===== config.mk =====
export PLATFORM = sky130hd
export DESIGN_NAME = pseudo_heading_angle
export DESIGN_NICKNAME = d
export VERILOG_FILES = /design/src/pha_pkg.sv /design/src/pha_pipe_div.sv /design/src/pseudo_heading_angle.sv
export VERILOG_INCLUDE_DIRS = /design/src /design/src/src
export SDC_FILE = /design/constraint.sdc
export NUM_CORES = 2
export LEC_CHECK = 0
export BUFFER_PORTS_ARGS = -buffer_cell sky130_fd_sc_hd__buf_2
export CAP_MARGIN = 0
export CORE_MARGIN = 4
export CORE_UTILIZATION = 33
export DETAILED_ROUTE_END_ITERATION = 12
export GPL_ROUTABILITY_DRIVEN = 1
export PLACE_DENSITY = 0.44
export SLEW_MARGIN = 20
export SYNTH_ARGS = -nofsm -noshare
export SYNTH_HDL_FRONTEND = slang
export SYNTH_SLANG_ARGS = --single-unit

===== constraint.sdc =====
create_clock -name clk_i -period 138.7 [get_ports clk_i]
set_clock_uncertainty 0.05 [all_clocks]
set_input_delay 20.805 -clock clk_i [delete_from_list [all_inputs] [get_ports clk_i]]
set_output_delay 20.805 -clock clk_i [all_outputs]
set_load 0.01 [all_outputs]

===== src/pseudo_heading_angle_macros.svh =====
// assertion macros for the pseudo heading angle block
// used by modules under src that check their own pipeline logic
`ifndef PSEUDO_HEADING_ANGLE_MACROS_SVH
`define PSEUDO_HEADING_ANGLE_MACROS_SVH
`ifndef SYNTHESIS
`define PHA_ASSERT(lbl, clk, rstn, prop) \
  lbl: assert property (@(posedge clk) disable iff (!rstn) prop) \
    else $error("pha assertion failed");
`define PHA_ASSERT_IMPL(lbl, clk, rstn, ante, cons) \
  lbl: assert property (@(posedge clk) disable iff (!rstn) (ante) |-> (cons)) \
    else $error("pha implication failed");
`else
`define PHA_ASSERT(lbl, clk, rstn, prop)
`define PHA_ASSERT_IMPL(lbl, clk, rstn, ante, cons)
`endif
`endif


===== src/pha_pkg.sv =====
// constants and tangent table for the pseudo heading angle block
// no dependencies
package pha_pkg;
  localparam int COORD_WIDTH_DEF = 16;
  localparam int RATIO_SCALE     = 10000;
  localparam int SMALL_RATIO     = 1000;
  localparam int SMALL_GAIN      = 57;
  localparam int STEP_DEG        = 5;
  localparam int QUARTER_TURN    = 90;
  localparam int HALF_TURN       = 180;
  localparam int FULL_TURN       = 360;
  localparam int RATIO_W         = 14;
  localparam int SPAN_W          = 11;
  localparam int IDX_W           = 4;
  localparam int FINE_QW         = 3;
  localparam int DEG_W           = 9;
  localparam int ANG_W           = 7;

  localparam logic [RATIO_W-1:0] TAN_TABLE [9] = '{
    14'd875, 14'd1763, 14'd2679, 14'd3640, 14'd4663,
    14'd5774, 14'd7002, 14'd8391, 14'd10000
  };
endpackage


===== src/pha_pipe_div.sv =====
// pipelined restoring divider, one quotient bit per register stage
// depends on pha_pkg and pseudo_heading_angle_macros.svh
`include "pseudo_heading_angle_macros.svh"
module pha_pipe_div import pha_pkg::*; #(
  parameter int NW = 30,
  parameter int DW = 16,
  parameter int QW = 14,
  parameter int SW = 8
) (
  input  logic          clk_i,
  input  logic          rst_ni,
  input  logic          en_i,
  input  logic          valid_i,
  input  logic [NW-1:0] num_i,
  input  logic [DW-1:0] den_i,
  input  logic [SW-1:0] side_i,
  output logic          valid_o,
  output logic [QW-1:0] quot_o,
  output logic [SW-1:0] side_o
);
  localparam int XW = (NW > DW + QW) ? NW : DW + QW;

  logic          v_q    [QW];
  logic [NW-1:0] rem_q  [QW];
  logic [DW-1:0] den_q  [QW];
  logic [QW-1:0] quot_q [QW];
  logic [SW-1:0] side_q [QW];

  for (genvar j = 0; j < QW; j++) begin : g_stage
    localparam int K = QW - 1 - j;
    logic          v_in;
    logic [NW-1:0] rem_in;
    logic [DW-1:0] den_in;
    logic [QW-1:0] quot_in;
    logic [SW-1:0] side_in;
    logic [XW-1:0] rem_x, div_x;
    logic          ge;

    if (j == 0) begin : g_first
      assign v_in    = valid_i;
      assign rem_in  = num_i;
      assign den_in  = den_i;
      assign quot_in = '0;
      assign side_in = side_i;
    end else begin : g_rest
      assign v_in    = v_q[j-1];
      assign rem_in  = rem_q[j-1];
      assign den_in  = den_q[j-1];
      assign quot_in = quot_q[j-1];
      assign side_in = side_q[j-1];
    end

    assign rem_x = XW'(rem_in);
    assign div_x = XW'(den_in) << K;
    assign ge    = (rem_x >= div_x);

    always_ff @(posedge clk_i or negedge rst_ni) begin
      if (!rst_ni) begin
        v_q[j] <= 1'b0;
      end else if (en_i) begin
        v_q[j] <= v_in;
      end
    end

    always_ff @(posedge clk_i) begin
      if (en_i) begin
        rem_q[j]  <= ge ? NW'(rem_x - div_x) : rem_in;
        den_q[j]  <= den_in;
        quot_q[j] <= ge ? (quot_in | (QW'(1) << K)) : quot_in;
        side_q[j] <= side_in;
      end
    end
  end

  assign valid_o = v_q[QW-1];
  assign quot_o  = quot_q[QW-1];
  assign side_o  = side_q[QW-1];

  `PHA_ASSERT_IMPL(a_div_hold, clk_i, rst_ni, !en_i, ##1 (valid_o == $past(valid_o)))
  `PHA_ASSERT_IMPL(a_div_quot_hold, clk_i, rst_ni, !en_i && valid_o, ##1 $stable(quot_o))
  `PHA_ASSERT_IMPL(a_div_flow, clk_i, rst_ni, en_i && valid_i, ##1 v_q[0])
endmodule


===== src/pseudo_heading_angle.sv =====
// heading in whole degrees; throughput one transaction per cycle while the output
// is not stalled; two pipelined restoring dividers (14 and 3 stages) set the depth,
// plus entry, table search and output registers
// a stalled output freezes the whole pipeline; nothing is lost or repeated
// asynchronous active-low reset clears all valid bits; payload registers are not reset
`include "pseudo_heading_angle_macros.svh"
module pseudo_heading_angle import pha_pkg::*; #(
  parameter int COORD_WIDTH = COORD_WIDTH_DEF
) (
  input  logic                   clk_i,
  input  logic                   rst_ni,
  input  logic                   valid_i,
  output logic                   stall_o,
  input  logic [COORD_WIDTH-1:0] from_x_i,
  input  logic [COORD_WIDTH-1:0] from_y_i,
  input  logic [COORD_WIDTH-1:0] to_x_i,
  input  logic [COORD_WIDTH-1:0] to_y_i,
  output logic                   valid_o,
  input  logic                   stall_i,
  output logic [DEG_W-1:0]       heading_deg_o
);
  localparam int CW   = COORD_WIDTH;
  localparam int NW1  = CW + RATIO_W;
  localparam int SNW  = (CW + 6 > RATIO_W) ? CW + 6 : RATIO_W;
  localparam int DW2  = (CW > SPAN_W) ? CW : SPAN_W;

  typedef struct packed {
    logic xlt;
    logic yle;
    logic ylt;
    logic swap;
    logic zero;
  } flags_t;

  typedef struct packed {
    flags_t         f;
    logic [SNW-1:0] sn;
    logic [CW-1:0]  hi;
  } side1_t;

  typedef struct packed {
    flags_t           f;
    logic             small_sel;
    logic [IDX_W-1:0] idx;
  } side2_t;

  logic en;

  // entry stage
  logic signed [CW:0] ddx, ddy;
  logic [CW-1:0]      dx, dy, lo, hi;
  flags_t             fa;
  logic               va_q;
  logic [NW1-1:0]     numa_q;
  logic [CW-1:0]      dena_q;
  side1_t             sidea_q;

  assign en = !(valid_o && stall_i);
  assign stall_o = !en;

  assign ddx = {to_x_i[CW-1], to_x_i} - {from_x_i[CW-1], from_x_i};
  assign ddy = {to_y_i[CW-1], to_y_i} - {from_y_i[CW-1], from_y_i};
  assign dx  = ddx[CW] ? CW'(-ddx) : ddx[CW-1:0];
  assign dy  = ddy[CW] ? CW'(-ddy) : ddy[CW-1:0];

  always_comb begin
    fa.xlt  = ddx[CW];
    fa.ylt  = ddy[CW];
    fa.yle  = ddy[CW] || (dy == '0);
    fa.swap = (dy > dx);
    fa.zero = (dx == '0) && (dy == '0);
    lo = fa.swap ? dx : dy;
    hi = fa.swap ? dy : dx;
  end

  always_ff @(posedge clk_i or negedge rst_ni) begin
    if (!rst_ni) begin
      va_q <= 1'b0;
    end else if (en) begin
      va_q <= valid_i;
    end
  end

  always_ff @(posedge clk_i) begin
    if (en) begin
      numa_q     <= NW1'(lo) * NW1'(RATIO_SCALE);
      dena_q     <= hi;
      sidea_q.f  <= fa;
      sidea_q.sn <= SNW'(lo) * SNW'(SMALL_GAIN) + SNW'(hi >> 1);
      sidea_q.hi <= hi;
    end
  end

  // ratio divider
  logic               v1;
  logic [RATIO_W-1:0] r1;
  side1_t             side1;

  pha_pipe_div #(
    .NW(NW1), .DW(CW), .QW(RATIO_W), .SW($bits(side1_t))
  ) u_ratio_div (
    .clk_i   (clk_i),
    .rst_ni  (rst_ni),
    .en_i    (en),
    .valid_i (va_q),
    .num_i   (numa_q),
    .den_i   (dena_q),
    .side_i  (sidea_q),
    .valid_o (v1),
    .quot_o  (r1),
    .side_o  (side1)
  );

  // table search stage
  logic [IDX_W-1:0]   idx;
  logic [RATIO_W-1:0] tbase, diff;
  logic [SPAN_W-1:0]  span;
  logic [RATIO_W+2:0] prod;
  logic               small_sel;
  logic               vb_q;
  logic [SNW-1:0]     numb_q;
  logic [DW2-1:0]     denb_q;
  side2_t             sideb_q;

  always_comb begin
    idx = IDX_W'(1);
    for (int j = 1; j < 8; j++) begin
      if (TAN_TABLE[j] < r1) idx = idx + IDX_W'(1);
    end
    tbase     = TAN_TABLE[IDX_W'(idx - IDX_W'(1))];
    span      = SPAN_W'(TAN_TABLE[idx] - tbase);
    diff      = RATIO_W'(r1 - tbase);
    prod      = {3'b000, diff} * (RATIO_W + 3)'(STEP_DEG);
    small_sel = (r1 < RATIO_W'(SMALL_RATIO));
  end

  always_ff @(posedge clk_i or negedge rst_ni) begin
    if (!rst_ni) begin
      vb_q <= 1'b0;
    end else if (en) begin
      vb_q <= v1;
    end
  end

  always_ff @(posedge clk_i) begin
    if (en) begin
      numb_q <= small_sel ? side1.sn : SNW'(prod) + SNW'(span >> 1);
      denb_q <= small_sel ? DW2'(side1.hi) : DW2'(span);
      sideb_q.f         <= side1.f;
      sideb_q.small_sel <= small_sel;
      sideb_q.idx       <= idx;
    end
  end

  // fine divider
  logic               v2;
  logic [FINE_QW-1:0] q2;
  side2_t             side2;

  pha_pipe_div #(
    .NW(SNW), .DW(DW2), .QW(FINE_QW), .SW($bits(side2_t))
  ) u_fine_div (
    .clk_i   (clk_i),
    .rst_ni  (rst_ni),
    .en_i    (en),
    .valid_i (vb_q),
    .num_i   (numb_q),
    .den_i   (denb_q),
    .side_i  (sideb_q),
    .valid_o (v2),
    .quot_o  (q2),
    .side_o  (side2)
  );

  // quadrant fold and output register
  logic [ANG_W-1:0] moct, mbase;
  logic [DEG_W-1:0] m9, heading_d, heading_q;
  logic             vo_q;

  always_comb begin
    moct  = side2.small_sel ? ANG_W'(q2)
          : ANG_W'(side2.idx) * ANG_W'(STEP_DEG) + ANG_W'(q2);
    mbase = side2.f.zero ? '0
          : (side2.f.swap ? ANG_W'(ANG_W'(QUARTER_TURN) - moct) : moct);
    m9 = DEG_W'(mbase);
    if (side2.f.xlt) begin
      heading_d = side2.f.yle ? DEG_W'(m9 + DEG_W'(HALF_TURN))
                              : DEG_W'(DEG_W'(HALF_TURN) - m9);
    end else if (side2.f.ylt && (m9 != '0)) begin
      heading_d = DEG_W'(DEG_W'(FULL_TURN) - m9);
    end else begin
      heading_d = m9;
    end
  end

  always_ff @(posedge clk_i or negedge rst_ni) begin
    if (!rst_ni) begin
      vo_q <= 1'b0;
    end else if (en) begin
      vo_q <= v2;
    end
  end

  always_ff @(posedge clk_i) begin
    if (en) begin
      heading_q <= heading_d;
    end
  end

  assign valid_o       = vo_q;
  assign heading_deg_o = heading_q;

  `PHA_ASSERT_IMPL(a_heading_range, clk_i, rst_ni, valid_o, heading_deg_o < DEG_W'(FULL_TURN))
  `PHA_ASSERT_IMPL(a_ratio_range, clk_i, rst_ni, v1 && !side1.f.zero, r1 <= RATIO_W'(RATIO_SCALE))
  `PHA_ASSERT_IMPL(a_fine_range, clk_i, rst_ni, v2 && !side2.f.zero, q2 <= FINE_QW'(6))
endmodule


Word level (Yosys, flattened, before mapping)
Memories as Yosys holds them, arrays and structs flattened.
Cells that the tools add are included.
Widths: inputs -> output; s select.
Word-level totals
  RAM bits: 1595
  register bits: 146
  memories kept: 10
  input bits: 68
  output and inout bits: 11
  ROM bits: 448
  word-level logic and storage cells: 185
Cells by class
  order comparisons: 28
  reduce and logical (&&, ||, !) cells: 7
  bitwise gates (word level): 2
  multipliers: 4
  add/subtract/negate cells: 37
  mux-type cells: 58
Memory list
  u_ratio_div.side_q: depth 14, width 43, read ports 14, clocked after memory_dff 0, write ports 14, RTL line pha_pipe_div.sv:27  | logic [SW-1:0] side_q [QW];
  u_ratio_div.rem_q: depth 14, width 30, read ports 13, clocked after memory_dff 0, write ports 14, RTL line pha_pipe_div.sv:24  | logic [NW-1:0] rem_q [QW];
  (name not given): depth 16, width 14, read ports 1, clocked after memory_dff 0, write ports 0, RTL line pseudo_heading_angle.sv:131  | span = SPAN_W'(TAN_TABLE[idx] - tbase);
  (name not given): depth 16, width 14, read ports 1, clocked after memory_dff 0, write ports 0, RTL line pseudo_heading_angle.sv:130  | tbase = TAN_TABLE[IDX_W'(idx - IDX_W'(1))];
  u_ratio_div.den_q: depth 14, width 16, read ports 13, clocked after memory_dff 0, write ports 14, RTL line pha_pipe_div.sv:25  | logic [DW-1:0] den_q [QW];
  u_ratio_div.quot_q: depth 14, width 14, read ports 14, clocked after memory_dff 0, write ports 14, RTL line pha_pipe_div.sv:26  | logic [QW-1:0] quot_q [QW];
  +4 memories
Operator list (count)
  $mux 30: 14
  $mux 22: 4
  $mux 16: 4
  $mux 11: 4
  $lt 13x14->1 const A: 3
  $mux 14: 3
  $mux 9: 4
  $sub 16x16->17: 2
  $logic_not 16->1: 2
  $neg 16->16: 2
  $ge 30x16->1: 1
  $ge 30x17->1: 1
  $ge 30x18->1: 1
  $ge 30x19->1: 1
  $ge 30x20->1: 1
  $ge 30x21->1: 1
  $ge 30x22->1: 1
  $ge 30x23->1: 1
  $ge 30x24->1: 1
  $ge 30x25->1: 1
  $ge 30x26->1: 1
  $ge 30x27->1: 1
  $ge 30x28->1: 1
  $ge 30x29->1: 1
  56 further kinds: 80

Logic depth before layout (Yosys ltp)
An unclocked memory read counts as a cell.
  depth in word-level cells: 24
  mapped depth: 48
  gate-level depth less buffers: 47

Cells and area by module
Synthesis repeated with hierarchy kept, for this count alone.
Unflattened totals
  cells, all modules: 6054
  area total of the unflattened synthesis: 77750.8 µm²
Modules (own cells, without submodules)
  pha_pipe_div (u_ratio_div): area each 54987.7 µm², seq. area each 39537.9 µm², cells an instance 3683, instances 1
  pseudo_heading_angle: area each 16380.7 µm², seq. area each 3858.7 µm², cells an instance 1829, instances 1
  pha_pipe_div (u_fine_div): area each 6382.4 µm², seq. area each 3438.3 µm², cells an instance 542, instances 1

Least setup slack after synthesis
No wires, ideal clock.
  kind: input-to-output
  from: in stall_i
  to: out stall_o
  stages on the path: 3
  path slack: 58750 ps
  required time: 117845 ps
  buffers on the path: 1
  data arrival time: 59095 ps
  path through: nand2_1 -> buf_1 -> inv_1
On the way
  word-level cells in the longest chain between the ends: 1
Ends and longest elaborated chain
  start, declared: RTL line pseudo_heading_angle.sv:19  | input logic stall_i,
  $logic_and 1x1->1: RTL line pseudo_heading_angle.sv:58  | assign en = !(valid_o && stall_i);
  end, declared: RTL line pseudo_heading_angle.sv:13  | output logic stall_o,
Every way passes these cells.

Worst setup path after layout
Ends and elaborated chain as after synthesis.

==> results.txt <==
clk sinks: 1309
Worst Setup End Kind: output pin
vias in the first global route: 41100
register area: 39200 um^2
Yosys top cell area share: 56.9%
largest net degree at the start of global routing: 183
Critical Path Slowest Stage Cell: nand2_4
IO Port Bufs: 78
Site Rows: 166
number of synthesized register bits: 1309
Mapped Cells: 5617
max-cap viol count: 0
synth warn: 0
status: finished clean
Final Max Slew Viols: 0
gr ovfl total: 0
Clock Tree Buf Depth: 3
TritonCTS clock tree: done
TritonCTS Buffers: 146
Synth area leader: edfxtp_1
Hold Crit Class: reg2reg
Placed Instances: 8334
Final GP Congestion: 0.841
most used cell, CP: buf_2
Final setup viols: 0
Total Routing Usage GR: 13.1%
HPWL after DPL: 104000 um
initial drt markers: 2052
fin crit period: 42.71 ns
Worst-Skew Late Latency: 0.77 ns
core area: 205000 um^2
Die Ht: 462 um
setup_tns: 0 ns
# fillers: 19800
fin crit share: 30.8%
Hold Vio Cnt, Final: 0
drt total wl: 138000 um
Post-synth EDFFs: 1289
ranking of synthesized cells by area: edfxtp_1 (57%), ha_1 (10%), inv_1 (3.9%)
wire length per cell: 16.1 um
Synth Flop Type: edfxtp_1
crit-path max cell delay: 0.57 ns
Initial Util: 33.2%
Area Overhead vs Synth: 12.5%
post-synth cell types: 94
Slew Limit Headroom: 24.0%
Seq/Total Area, Yosys: 57.7%
post-route insts no fill: 8603
via count: 40500
share of layout cells above drive strength 1: 7.27%
slew of the pin with the lowest slew margin: 1.13 ns
vias per std cell: 4.71
Setup Fix Bufs, Post-CTS: 0
crit path kind: in2out
Mean Syn Cell Area: 12.1 um^2
Worst EP required: 117.85 ns
worst-path cell chain: buf_2 > nand2_4 > inv_1 > buf_2
Worst Setup Start Kind: input port
drt first pass iters: 8
Die W: 462 um
crit path DAT: 21.86 ns
Crit Path Max Fanout: 62
first-pass GRT wire length: 223000 um
initial antenna violation count: 3
area of the multi-input gates: 25800 um^2
Async SR Flop Fraction: 1.53%
area of the mapped netlist: 68000 um^2
hold_buf cts: 0
quantity of gates resized following cts: 0
drt drc: 0
Post-DRT Antenna Nets: 0
Worst-path clk slew: 0.06 ns
DIE AREA: 213000 um^2
CTS root buf: clkbuf_16
post-synthesis net count: 6300
RSZ-0062 raised after global routing: false
H-Tree Depth: 4
IO Count: 79
Nets: 6477
fmax: 0.0234 GHz
Finished Core Util: 37.4%
worst paths after layout:
| kind | start | endpoint | slack [ns] | cells past startpoint |
|---|---|---|---|---|
| worst min-delay path | u_ratio_div.quot_q[3][11] | u_ratio_div.quot_q[3][25] | 0.35 | 0 |
| worst min register to register | u_ratio_div.quot_q[3][11] | u_ratio_div.quot_q[3][25] | 0.35 | 0 |
| min in group asynchronous | rst_ni | u_ratio_div.g_stage[12].v_in | 19.94 | 1 |
| worst max-delay path | stall_i | stall_o | 95.99 | 4 |
| worst max register to register | u_ratio_div.quot_q[3][15] | numb_q[15] | 128.06 | 43 |
| max in group asynchronous | rst_ni | u_ratio_div.g_stage[6].v_in | 118.34 | 1 |
metal layers:
metal	up-vias	GRT usage [%]	part of all wire [%]
li1	20600	-	-
met1	19200	15.3	42
met2	488	24.1	52
met3	225	1.97	2.8
met4	0	4.76	3.3
met5	-	0	0
cell families (layout without fill, tap and decap cells):
| kind of cell | after synthesis | in the layout | synth area share, % |
|---|---|---|---|
| DFF | 1309 | 1309 | 57.7 |
| and+or+nand+nor | 1307 | 1307 | 9.34 |
| adders and majority gates | 620 | 620 | 12.2 |
| buffers and inverters | 800 | 1097 | 4.47 |
| xor gates and xnor gates | 379 | 379 | 4.88 |
| other | 0 | 1 | 0 |
| AOI/OAI and AO/OA | 1128 | 1128 | 10.3 |
| muxes | 74 | 74 | 1.22 |
Yosys cell counts (23+ instances only):
cell,count
a211oi_1,23
a21boi_0,49
a21o_1,103
a21oi_1,384
a31oi_1,24
and2_1,26
clkbuf_1,70
edfxtp_1,1289
fa_1,70
ha_1,545
inv_1,710
mux2_2,45
mux2i_1,24
nand2_1,343
nand2b_1,83
nand3_1,78
nand4_1,53
nor2_1,355
nor2b_1,62
nor3_1,111
nor4_1,42
o21a_1,46
o21ai_0,280
o21bai_1,40
o31ai_1,53
or3_1,37
xnor2_1,215
xor2_1,164
stage by stage:
stage	worst slack (ns)	hold WS (ns)	area [um^2]
after floorplan	58.75	0.350	68000
after global placement	95.92	0.351	71800
after detailed placement	95.96	0.355	71800
after CTS	95.95	0.354	76500
after global routing	95.89	0.362	76500
final	95.99	0.350	76500
worst max-delay path: cells and delay by family:
kind | cells | cell delay (ns)
and+or+nand+nor | 1 | 0.57
buffers and inverters | 3 | 0.45
registers in the layout, summed over array words and instances (netlist names), 6 cells and up:
signal                    cells
u_fine_div.rem_q             44
u_fine_div.den_q             32
sidea_q                      43
sideb_q                      10
denb_q                       16
u_ratio_div.g_stage.v_in     13
u_ratio_div.den_q            48
u_ratio_div.side_q          554
u_fine_div.quot_q             6
numb_q                       22
numa_q                       26
u_ratio_div.rem_q           344
u_fine_div.side_q            30
u_ratio_div.quot_q          105
heading_deg_o                 9
layout make-up:
class / instances / share of cell area, %
diodes: 1 / 0.00327
clock buffers: 179 / 4.96
clock inverters: 89 / 1.19
inverters: 712 / 3.49
multi-input cells: 3508 / 33.8
flip-flops and latches: 1309 / 51.2
well taps: 2688 / 4.39
repair buffers: 117 / 0.955
cells in the final DEF (no fill, tap or decap), types with 23 or more instances in the layout:
master and count:
inv_1 710, ha_1 545, buf_4 34, nor3_1 111, clkinv_1 32, mux2i_1 24
xor2_1 164, o21bai_1 40, a21boi_0 49, o31ai_1 52, mux2_2 45, a31oi_1 24
nand4_1 53, nor2b_1 61, a211oi_1 23, o21a_1 46, nor2_1 354, clkbuf_16 147
nand3_1 78, o21ai_0 280, fa_1 70, nand2_1 341, or3_1 37, buf_2 79
nand2b_1 83, nor4_1 42, edfxtp_1 1289, a21oi_1 384, and2_1 26, a21o_1 103
clkbuf_1 32, xnor2_1 215
Power is not shown: default switching activity piles up to over one toggle a cycle in this logic, so the estimate is an artifact.
